File: src/design/sfd_pkg.sv
// ---------------------------------------------------------------------------
// sfd_pkg: shared definitions for the SLIP frame decoder
// SLIP framing codes, field widths and the per-byte result word.
// ---------------------------------------------------------------------------
package sfd_pkg;

    localparam logic [7:0] CODE_FEND  = 8'hC0;
    localparam logic [7:0] CODE_FESC  = 8'hDB;
    localparam logic [7:0] CODE_TFEND = 8'hDC;
    localparam logic [7:0] CODE_TFESC = 8'hDD;

    localparam int BYTE_W = 8;
    localparam int LEN_W  = 13;

    localparam int          MAX_FRAME_BYTES_DEF = 4096;
    localparam logic [12:0] LIMIT_RESET         = 13'd4096;

    typedef struct packed {
        logic              data_valid;
        logic [BYTE_W-1:0] data_byte;
        logic              frame_done;
        logic [LEN_W-1:0]  frame_len;
        logic              frame_abort;
    } result_t;

endpackage

File: src/design/slip_frame_decoder_unit.sv
// ---------------------------------------------------------------------------
// slip_frame_decoder_unit: SLIP receive-side frame decoder
// Decodes a raw SLIP byte stream into payload bytes and frame events.
// ---------------------------------------------------------------------------
// Usage:
//   Input channel (in_valid / in_stall / rx_byte) takes one raw link byte per
//   word. Output channel (out_valid / out_stall) returns exactly one result
//   word per input word: a decoded byte (data_valid), a completed frame
//   (frame_done with frame_len) or a dropped frame (frame_abort); words for
//   framing bytes or ignored bytes carry all flags low.
//   A result word is registered in the buffer, so out_valid rises in the cycle
//   after input accept. Throughput is one word per cycle while in_stall is low.
//   A two-word result buffer sits between the sides: with out_stall high the
//   unit keeps taking input until both entries hold results, then raises
//   in_stall until the receiver takes a word.
//   cfg_wr_en / cfg_wr_data load the frame length limit (reset 4096); a
//   value above MAX_FRAME_BYTES acts as MAX_FRAME_BYTES. Write it only
//   while the unit is idle.
//   Reset clears the buffer and returns the decoder to hunting for the
//   first END; bytes before it are ignored.
// ---------------------------------------------------------------------------
module slip_frame_decoder_unit #(
    parameter int MAX_FRAME_BYTES = sfd_pkg::MAX_FRAME_BYTES_DEF
) (
    input  logic                       clk,
    input  logic                       rst_n,
    input  logic                       cfg_wr_en,
    input  logic [sfd_pkg::LEN_W-1:0]  cfg_wr_data,
    input  logic                       in_valid,
    output logic                       in_stall,
    input  logic [sfd_pkg::BYTE_W-1:0] rx_byte,
    output logic                       out_valid,
    input  logic                       out_stall,
    output logic                       data_valid,
    output logic [sfd_pkg::BYTE_W-1:0] data_byte,
    output logic                       frame_done,
    output logic [sfd_pkg::LEN_W-1:0]  frame_len,
    output logic                       frame_abort
);

    logic [sfd_pkg::LEN_W-1:0] limit_reg;
    logic                      accept;
    logic                      buf_full;
    sfd_pkg::result_t          step_res;
    sfd_pkg::result_t          out_res;

    always_ff @(posedge clk or negedge rst_n)
    begin
        if (!rst_n)
            limit_reg <= sfd_pkg::LIMIT_RESET;
        else if (cfg_wr_en)
            limit_reg <= cfg_wr_data;
    end

    assign in_stall = buf_full;
    assign accept   = in_valid && !buf_full;

    sfd_core #(
        .MAX_FRAME_BYTES (MAX_FRAME_BYTES)
    ) u_core (
        .clk       (clk),
        .rst_n     (rst_n),
        .accept    (accept),
        .rx_byte   (rx_byte),
        .limit_cfg (limit_reg),
        .res       (step_res)
    );

    sfd_out_buf u_out_buf (
        .clk      (clk),
        .rst_n    (rst_n),
        .wr_en    (accept),
        .wr_data  (step_res),
        .full     (buf_full),
        .rd_valid (out_valid),
        .rd_stall (out_stall),
        .rd_data  (out_res)
    );

    assign data_valid  = out_res.data_valid;
    assign data_byte   = out_res.data_byte;
    assign frame_done  = out_res.frame_done;
    assign frame_len   = out_res.frame_len;
    assign frame_abort = out_res.frame_abort;

`ifndef ASSERT_OFF
    // one event kind per result word
    a_one_event: assert property (@(posedge clk) disable iff (!rst_n)
        out_valid |-> !((frame_done && frame_abort) || (data_valid && frame_done)
                        || (data_valid && frame_abort)))
        else $error("more than one event in a result word");

    // a completed frame is never empty
    a_len_nonzero: assert property (@(posedge clk) disable iff (!rst_n)
        (out_valid && frame_done) |-> (frame_len != '0))
        else $error("frame_done with zero length");

    // full buffer means a result is on offer
    a_full_valid: assert property (@(posedge clk) disable iff (!rst_n)
        in_stall |-> out_valid)
        else $error("input stalled with empty result buffer");

    // an accepted byte shows up as a result on the next cycle
    a_accept_result: assert property (@(posedge clk) disable iff (!rst_n)
        (in_valid && !in_stall) |=> out_valid)
        else $error("accepted word produced no result");
`endif

endmodule

File: src/design/sfd_core.sv
// ---------------------------------------------------------------------------
// sfd_core: SLIP decode state and per-byte result
// Holds the frame state, updates it on each accepted byte and forms the
// result word for that byte in the same cycle.
// ---------------------------------------------------------------------------
module sfd_core #(
    parameter int MAX_FRAME_BYTES = sfd_pkg::MAX_FRAME_BYTES_DEF
) (
    input  logic                       clk,
    input  logic                       rst_n,
    input  logic                       accept,
    input  logic [sfd_pkg::BYTE_W-1:0] rx_byte,
    input  logic [sfd_pkg::LEN_W-1:0]  limit_cfg,
    output sfd_pkg::result_t           res
);

    logic                      in_frame_reg, in_frame_next;
    logic                      escape_seen_reg, escape_seen_next;
    logic                      dropping_reg, dropping_next;
    logic [sfd_pkg::LEN_W-1:0] byte_count_reg, byte_count_next;
    logic [sfd_pkg::LEN_W-1:0] limit;
    logic                      have_byte;
    logic [sfd_pkg::BYTE_W-1:0] decoded;

    // effective limit saturates to the build-time maximum
    always_comb
    begin
        if ({19'd0, limit_cfg} > 32'(MAX_FRAME_BYTES))
            limit = sfd_pkg::LEN_W'(MAX_FRAME_BYTES);
        else
            limit = limit_cfg;
    end

    always_comb
    begin
        in_frame_next    = in_frame_reg;
        escape_seen_next = escape_seen_reg;
        dropping_next    = dropping_reg;
        byte_count_next  = byte_count_reg;
        res              = '0;
        have_byte        = 1'b0;
        decoded          = '0;

        if (rx_byte == sfd_pkg::CODE_FEND)
        begin
            if (!in_frame_reg)
            begin
                in_frame_next    = 1'b1;
                escape_seen_next = 1'b0;
                dropping_next    = 1'b0;
                byte_count_next  = '0;
            end
            else if (dropping_reg)
            begin
                escape_seen_next = 1'b0;
                dropping_next    = 1'b0;
                byte_count_next  = '0;
            end
            else if (escape_seen_reg)
            begin
                res.frame_abort  = 1'b1;
                escape_seen_next = 1'b0;
                byte_count_next  = '0;
            end
            else if (byte_count_reg != '0)
            begin
                res.frame_done  = 1'b1;
                res.frame_len   = byte_count_reg;
                byte_count_next = '0;
            end
        end
        else if (in_frame_reg && !dropping_reg)
        begin
            if (escape_seen_reg)
            begin
                escape_seen_next = 1'b0;
                if (rx_byte == sfd_pkg::CODE_TFEND)
                begin
                    have_byte = 1'b1;
                    decoded   = sfd_pkg::CODE_FEND;
                end
                else if (rx_byte == sfd_pkg::CODE_TFESC)
                begin
                    have_byte = 1'b1;
                    decoded   = sfd_pkg::CODE_FESC;
                end
                else
                begin
                    dropping_next   = 1'b1;
                    res.frame_abort = 1'b1;
                end
            end
            else if (rx_byte == sfd_pkg::CODE_FESC)
                escape_seen_next = 1'b1;
            else
            begin
                have_byte = 1'b1;
                decoded   = rx_byte;
            end

            if (have_byte)
            begin
                if (byte_count_reg >= limit)
                begin
                    dropping_next   = 1'b1;
                    res.frame_abort = 1'b1;
                end
                else
                begin
                    byte_count_next = byte_count_reg + sfd_pkg::LEN_W'(1);
                    res.data_valid  = 1'b1;
                    res.data_byte   = decoded;
                end
            end
        end
    end

    always_ff @(posedge clk or negedge rst_n)
    begin
        if (!rst_n)
        begin
            in_frame_reg    <= 1'b0;
            escape_seen_reg <= 1'b0;
            dropping_reg    <= 1'b0;
            byte_count_reg  <= '0;
        end
        else if (accept)
        begin
            in_frame_reg    <= in_frame_next;
            escape_seen_reg <= escape_seen_next;
            dropping_reg    <= dropping_next;
            byte_count_reg  <= byte_count_next;
        end
    end

endmodule

File: src/design/sfd_out_buf.sv
// ---------------------------------------------------------------------------
// sfd_out_buf: two-entry result buffer
// Registers result words and lets the input side keep going while the
// receiver stalls, until both entries are full. Full flag is registered.
// ---------------------------------------------------------------------------
module sfd_out_buf (
    input  logic             clk,
    input  logic             rst_n,
    input  logic             wr_en,
    input  sfd_pkg::result_t wr_data,
    output logic             full,
    output logic             rd_valid,
    input  logic             rd_stall,
    output sfd_pkg::result_t rd_data
);

    sfd_pkg::result_t mem_reg [2];
    logic             wr_ptr_reg, rd_ptr_reg;
    logic [1:0]       count_reg, count_next;
    logic             rd_en;

    assign full     = (count_reg == 2'd2);
    assign rd_valid = (count_reg != 2'd0);
    assign rd_en    = rd_valid && !rd_stall;
    assign rd_data  = mem_reg[rd_ptr_reg];

    always_comb
    begin
        count_next = count_reg;
        if (wr_en && !rd_en)
            count_next = count_reg + 2'd1;
        else if (!wr_en && rd_en)
            count_next = count_reg - 2'd1;
    end

    always_ff @(posedge clk or negedge rst_n)
    begin
        if (!rst_n)
        begin
            wr_ptr_reg <= 1'b0;
            rd_ptr_reg <= 1'b0;
            count_reg  <= 2'd0;
        end
        else
        begin
            if (wr_en)
                wr_ptr_reg <= !wr_ptr_reg;
            if (rd_en)
                rd_ptr_reg <= !rd_ptr_reg;
            count_reg <= count_next;
        end
    end

    always_ff @(posedge clk)
    begin
        if (wr_en)
            mem_reg[wr_ptr_reg] <= wr_data;
    end

endmodule

File: config.mk
export PLATFORM = sky130hd
export DESIGN_NAME = slip_frame_decoder_unit
export DESIGN_NICKNAME = d
export VERILOG_FILES = /design/src/design/sfd_pkg.sv /design/src/design/slip_frame_decoder_unit.sv /design/src/design/sfd_core.sv /design/src/design/sfd_out_buf.sv
export SDC_FILE = /design/constraint.sdc
export NUM_CORES = 1
export LEC_CHECK = 0
export BUFFER_PORTS_ARGS = -buffer_cell sky130_fd_sc_hd__buf_2
export CORE_MARGIN = 3
export CORE_UTILIZATION = 25
export CTS_BUF_LIST = sky130_fd_sc_hd__clkbuf_2 sky130_fd_sc_hd__clkbuf_4 sky130_fd_sc_hd__clkbuf_8
export CTS_CLUSTER_DIAMETER = 120
export CTS_CLUSTER_SIZE = 30
export DETAILED_ROUTE_END_ITERATION = 16
export GPL_TIMING_DRIVEN = 0
export SETUP_SLACK_MARGIN = 0.05
export SLEW_MARGIN = 30
export SYNTH_ARGS = -nofsm -noshare
export SYNTH_HDL_FRONTEND = slang
export SYNTH_SLANG_ARGS = --single-unit
File: constraint.sdc
create_clock -name clk -period 3 [get_ports clk]
set_clock_uncertainty 0.05 [all_clocks]
set_input_delay 0.45 -clock clk [delete_from_list [all_inputs] [get_ports clk]]
set_output_delay 0.45 -clock clk [all_outputs]
set_load 0.05 [all_outputs]
After elaboration in Yosys (flattened, before gate mapping)
Memories as Yosys holds them, arrays and structs flattened.
Index checks and enable logic that the tools add are counted.
W data, S select, Z words.
{"block": "classes", "mux": 51, "n_addsub": 3, "magnitude_cmp": 2, "n_div": 0, "bitwise_logic": 0, "n_eq_ne": 7, "shift": 0, "reduce_logical": 20, "mul": 0}
{"operator": "$mux W13", "count": 9}
{"operator": "$mux W14", "count": 3}
{"operator": "$mux W9", "count": 4}
{"operator": "$eq A8 B8 Y1 const B", "count": 4}
{"operator": "$mux W8", "count": 4}
{"operator": "$mux W15", "count": 2}
{"operator": "$mux W1", "count": 27}
{"operator": "$add A13 B1 Y13 const B", "count": 1}
{"operator": "$ge A13 B13 Y1", "count": 1}
{"operator": "$gt A13 B13 Y1 const B", "count": 1}
{"operator": "$reduce_bool A13 Y1", "count": 1}
{"operator": "$reduce_bool A2 Y1", "count": 4}
{"operator": "$logic_not A1 Y1", "count": 7}
{"operator": "$logic_and A1 B1 Y1", "count": 5}
{"operator": "$ne A5 B5 Y1 const B", "count": 1}
{"operator": "$reduce_and A5 Y1", "count": 1}
{"operator": "$mux W2", "count": 2}
{"operator": "$reduce_and A2 Y1", "count": 2}
{"operator": "$add A2 B1 Y2 const B", "count": 1}
{"operator": "$eq A2 B2 Y1 const B", "count": 1}
{"operator": "$ne A2 B1 Y1 const B", "count": 1}
{"operator": "$sub A2 B1 Y2 const B", "count": 1}
{"block": "word_totals", "mem_bits_rw": 48, "latchBits": 0, "register_bits": 33, "memories": 1, "romBits": 0, "input_bits": 26, "elab_cells": 92}
{"name": "u_out_buf.mem_reg", "words": 2, "width": 24, "rd": 1, "rd_clocked_by_memory_dff": 0, "write_ports": 1, "line": "sfd_out_buf.sv:17", "text": "sfd_pkg::result_t mem_reg [2];"}

Logic depth before layout (Yosys ltp)
{"block": "depth", "depth_word": 9, "depth_mapped": 11, "depth_no_buf": 9}

By module
A second synthesis with hierarchy kept.
{"block": "hier_totals", "cells_unflattened": 351, "hier_area_um2": 4315.4}
{"mod": "sfd_out_buf", "area_each_um2": 2028.2, "seq_area_each_um2": 1541.5, "n_inst": 1, "cells_per_inst": 91}
{"mod": "sfd_core", "area_each_um2": 1759.2, "seq_area_each_um2": 400.4, "n_inst": 1, "cells_per_inst": 232}
{"mod": "slip_frame_decoder_unit", "area_each_um2": 528.0, "seq_area_each_um2": 326.6, "n_inst": 1, "cells_per_inst": 28}

Worst setup path before layout
No wires, ideal clock.
{"block": "synth_path", "path_kind": "register -> register", "from": "register limit_reg[12] (netlist name)", "to": "memory u_out_buf.mem_reg[0][17] (netlist name), data pin", "t_arrival_ps": 2421, "n_path_buf": 1, "path_slack_ps": 270, "setup_ps": 258, "stages_incl_launch_ff": 11, "path_cell_list": "dfstp_2 > inv_1 > clkbuf_1 > nand2_1 > ha_1 > a21o_1 > a31oi_1 > o211a_1 > a211oi_1 > nor2_1 > and3_1"}
{"element": "start: declaration", "line": "slip_frame_decoder_unit.sv:41", "text": "logic [sfd_pkg::LEN_W-1:0] limit_reg;"}
{"element": "start signal: assignment", "line": "slip_frame_decoder_unit.sv:50", "text": "limit_reg <= sfd_pkg::LIMIT_RESET;"}
{"element": "start signal: assignment", "line": "slip_frame_decoder_unit.sv:52", "text": "limit_reg <= cfg_wr_data;"}
{"element": "end: declaration", "line": "sfd_out_buf.sv:17"}

==> impl.org <==
** Status
- Outcome :: finished, final reports clean

** STA
- The max-slew violation count was 0.
- Worst slew margin relative to its limit :: 45.9%
- RSZ-0062 raised after global routing :: no
- Setup violations remaining at the end of the flow were counted as 0.
- Based on the critical path, the design can be clocked at up to 366 MHz.
- Counting I/O delays and the setup requirement, the final critical path takes 2.73 ns.
- On the final layout, the worst hold slack is 0.127 ns.
- The count of endpoints failing hold in the final timing report came to 0.
- After layout, the worst path uses 91.1% of the clock period.
- For the pin with the worst max-slew slack, the measured transition is 0.812 ns.

** Clock tree
- # hold bufs at CTS :: 0
- CTS Root Cell :: sky130_fd_sc_hd__clkbuf_8
- In this run the deepest clock path goes through 2 buffers.
- The clock drives 81 sinks.
- Buffers inserted during clock tree synthesis total 9.
- At the later pin of the worst-skew pair, clock insertion delay measures 0.36 ns.
- TritonCTS built the clock tree.
- Clock transition at the registers of the reported paths :: 0.08 ns
- The H-tree generated during clock tree synthesis spans 3 levels.

** Floorplan
- The core region is 0.0159 sq mm.
- The die is 134 microns wide.
- The die covers 0.0180 sq mm.
- # IOs :: 52
- The floorplan step set the die height to 134 microns.
- In this run the core area contains 46 standard-cell rows.
- Effective utilization at floorplan :: 25.7%

** Placed design
- Summed over all nets, the half-perimeter wirelength after detailed placement is 6580 microns.
- Dpl cell area :: 0.00466 sq mm
- At the end of routability-driven placement, the weighted congestion stood at 0.868.
- Number of I/O port buffers :: 51

** Synth
- Summing every instance area after synthesis gives 0.00410 sq mm.
- For this run, the leading register cell type out of synthesis is sky130_fd_sc_hd__edfxtp_1.
- Synth unique cells :: 54
- Area share of the largest cell type after synthesis :: 35.2%
- Per-instance average area after synthesis :: 12.0 sq um
- sky130_fd_sc_hd__edfxtp_1 is the most common cell in the netlist.
- Ranked by instance count, the synthesized netlist is headed by 48 x sky130_fd_sc_hd__edfxtp_1, 36 x sky130_fd_sc_hd__mux2_2, 36 x sky130_fd_sc_hd__nand2_1, 32 x sky130_fd_sc_hd__dfrtp_1, 18 x sky130_fd_sc_hd__nor2_1.
- Flops & latches, synth :: 81
- Summed over all instances, the cell type with the most area after synthesis is sky130_fd_sc_hd__edfxtp_1.
- Number of instances in the synthesized netlist :: 343
- Of the synthesized area, sequential elements account for 55.3%.
- After synthesis, the share of flip-flops with an asynchronous set or reset is 40.7%.
- Top cells by area, synth :: sky130_fd_sc_hd__edfxtp_1 35%, sky130_fd_sc_hd__dfrtp_1 20%, sky130_fd_sc_hd__mux2_2 9.9%
- Synth Warn # :: 0
- Yosys mapped a number of flops with a built-in enable equal to 48.
- The number of nets in the synthesized netlist is 385.

** Global routing
- Entering global routing, the biggest net connects 34 pins.
- The initial antenna violation count is 0.
- Across every metal layer, demand over resource in global routing totals 10.5%.
- Global-route wire length before repair :: 15100 microns
- The number of global-route vias before repair is 3029.
- Gr ovfl total :: 0

** Cells and area
- Once layout is done, the placed cells without fillers occupy 0.00498 sq mm.
- Fraction of layout instances using a drive strength above 1 :: 32.4%
- 0 antenna diodes ended up in the layout.
- The register with the most flip-flops in the layout has 48 of them.
- Measured on the finished design, the core utilization comes to 31.2%.
- Growth of design area from synthesis to finish :: 21.5%
- The layout has 1638 filler cells.
- In the final design database the tool counted 448 nets.

** Flow run
- Max-Cap Viols :: 0

** Drt
- Antenna-violating nets left :: 0
- After the first detailed-routing iteration, the DRC count stood at 115.
- Per-cell routed wire length :: 14.5 microns
- Routed vias/inst :: 4.67
- Routed Wire Length :: 9070 microns
- Via count of the routed design :: 2925
- DRC violation count after routing :: 0
- The first detailed-routing pass took 4 iterations.

** Min path
- The tightest min-delay check is of the input pin to async pin type.

** Pwr
- In this run the power density over the cells is 801 mW/mm^2.
- In this run the static leakage power is 2.07 nW.
- The worst-case IR drop observed on VDD is 0.247 mV.

** Critical path
- The critical path is of the register to register type.
- STA classifies the critical path endpoint as a register.
- STA puts the critical path data required time at 3.03 ns.
- STA puts the critical path data arrival time at 2.77 ns.
- Of all nets on the critical path, the largest fanout is 10.
- Critical path startpoint category :: register
[worst max-delay path, cell delays in order (launching register included)]
cell and delay, ns:
sky130_fd_sc_hd__dfstp_2 0.37, sky130_fd_sc_hd__inv_1 0.10, sky130_fd_sc_hd__clkbuf_2 0.24, sky130_fd_sc_hd__nand2_1 0.09, sky130_fd_sc_hd__ha_1 0.19, sky130_fd_sc_hd__a21o_1 0.15, sky130_fd_sc_hd__a21o_1 0.22, sky130_fd_sc_hd__a21o_1 0.21
sky130_fd_sc_hd__or2_1 0.20, sky130_fd_sc_hd__clkbuf_1 0.19, sky130_fd_sc_hd__nor2_2 0.31, sky130_fd_sc_hd__a211oi_2 0.14
[layer usage]
| metal | global-route usage (%) | part of all wire (%) |
|---|---|---|
| met2 | 16.7 | 47 |
| met5 | 0 | 0 |
| met4 | 4.81 | 1.9 |
| met1 | 13.4 | 45 |
| met3 | 2.96 | 6.3 |
[worst paths after layout]
kind | from | to | slack (ns) | depth (start not counted)
worst min register to register | u_out_buf.count_reg[1] | u_out_buf.count_reg[1] | 0.44 | 1
worst max register to register | limit_reg[12] | u_out_buf.mem_reg[1][0] | 0.27 | 11
worst min-delay path | rst_n | limit_reg[0] | 0.13 | 1
min in group clk | cfg_wr_data[12] | limit_reg[12] | 0.25 | 3
max in group asynchronous | rst_n | u_core.byte_count_reg[11] | 2.26 | 1
worst max-delay path | limit_reg[12] | u_out_buf.mem_reg[1][0] | 0.27 | 11
[repair_timing]
item,in CTS,in global routing
endpoints found under the setup margin,25,19
gates resized for setup,5,10
buffers inserted,0,0
gates cloned,0,0
pin swaps,0,2
[where the power goes]
group | total, mW | switching (mW) | internal, mW
Sequential | 1.50 | 0.0828 | 1.42
Combinational | 1.51 | 1.05 | 0.465
Clock | 0.976 | 0.409 | 0.566
[cell usage in the layout (no fill, tap or decap), drive strengths merged, types with 13 or more instances in the layout]
| cell type | count |
|---|---|
| ha | 16 |
| and2 | 13 |
| edfxtp | 48 |
| mux2 | 36 |
| nand3 | 13 |
| buf | 57 |
| nor2 | 18 |
| dfrtp | 32 |
| nand2 | 38 |
| clkbuf | 20 |
[logic make-up after synthesis]
| logic type | count (synthesis) | share of synthesized area, % |
|---|---|---|
| buf+inv | 24 | 2.38 |
| compound gates | 55 | 9.92 |
| simple gates | 123 | 15.8 |
| xor+xnor | 5 | 1.07 |
| flops | 81 | 55.3 |
| fa+ha+maj | 16 | 4.88 |
| mux | 39 | 10.6 |
[per-stage QoR]
stage	setup TNS (ns)	power, mW	std cells	worst slack, ns
floorplan	0	2.67	343	0.270
global placement	-3.68	3.00	610	-0.355
detailed placement	-4.12	3.04	611	-0.403
CTS	0	4.04	627	0.0497
global route	0	4.20	627	0.0778
finish	0	3.99	627	0.267
[area by class of cell]
cell class                      count  area, sq um  share of cell area (%)
Tap cell                          216          270                    5.43
Sequential cell                    81         2270                    45.6
Inverter                            9         33.8                   0.678
Timing Repair Buffer               52          283                    5.68
Clock inverter                      6          115                    2.31
Buffer                             15         67.6                    1.36
Multi-Input combinational cell    238         1810                    36.4
Clock buffer                       10          131                    2.64
Power figures use the tool's default switching activity.
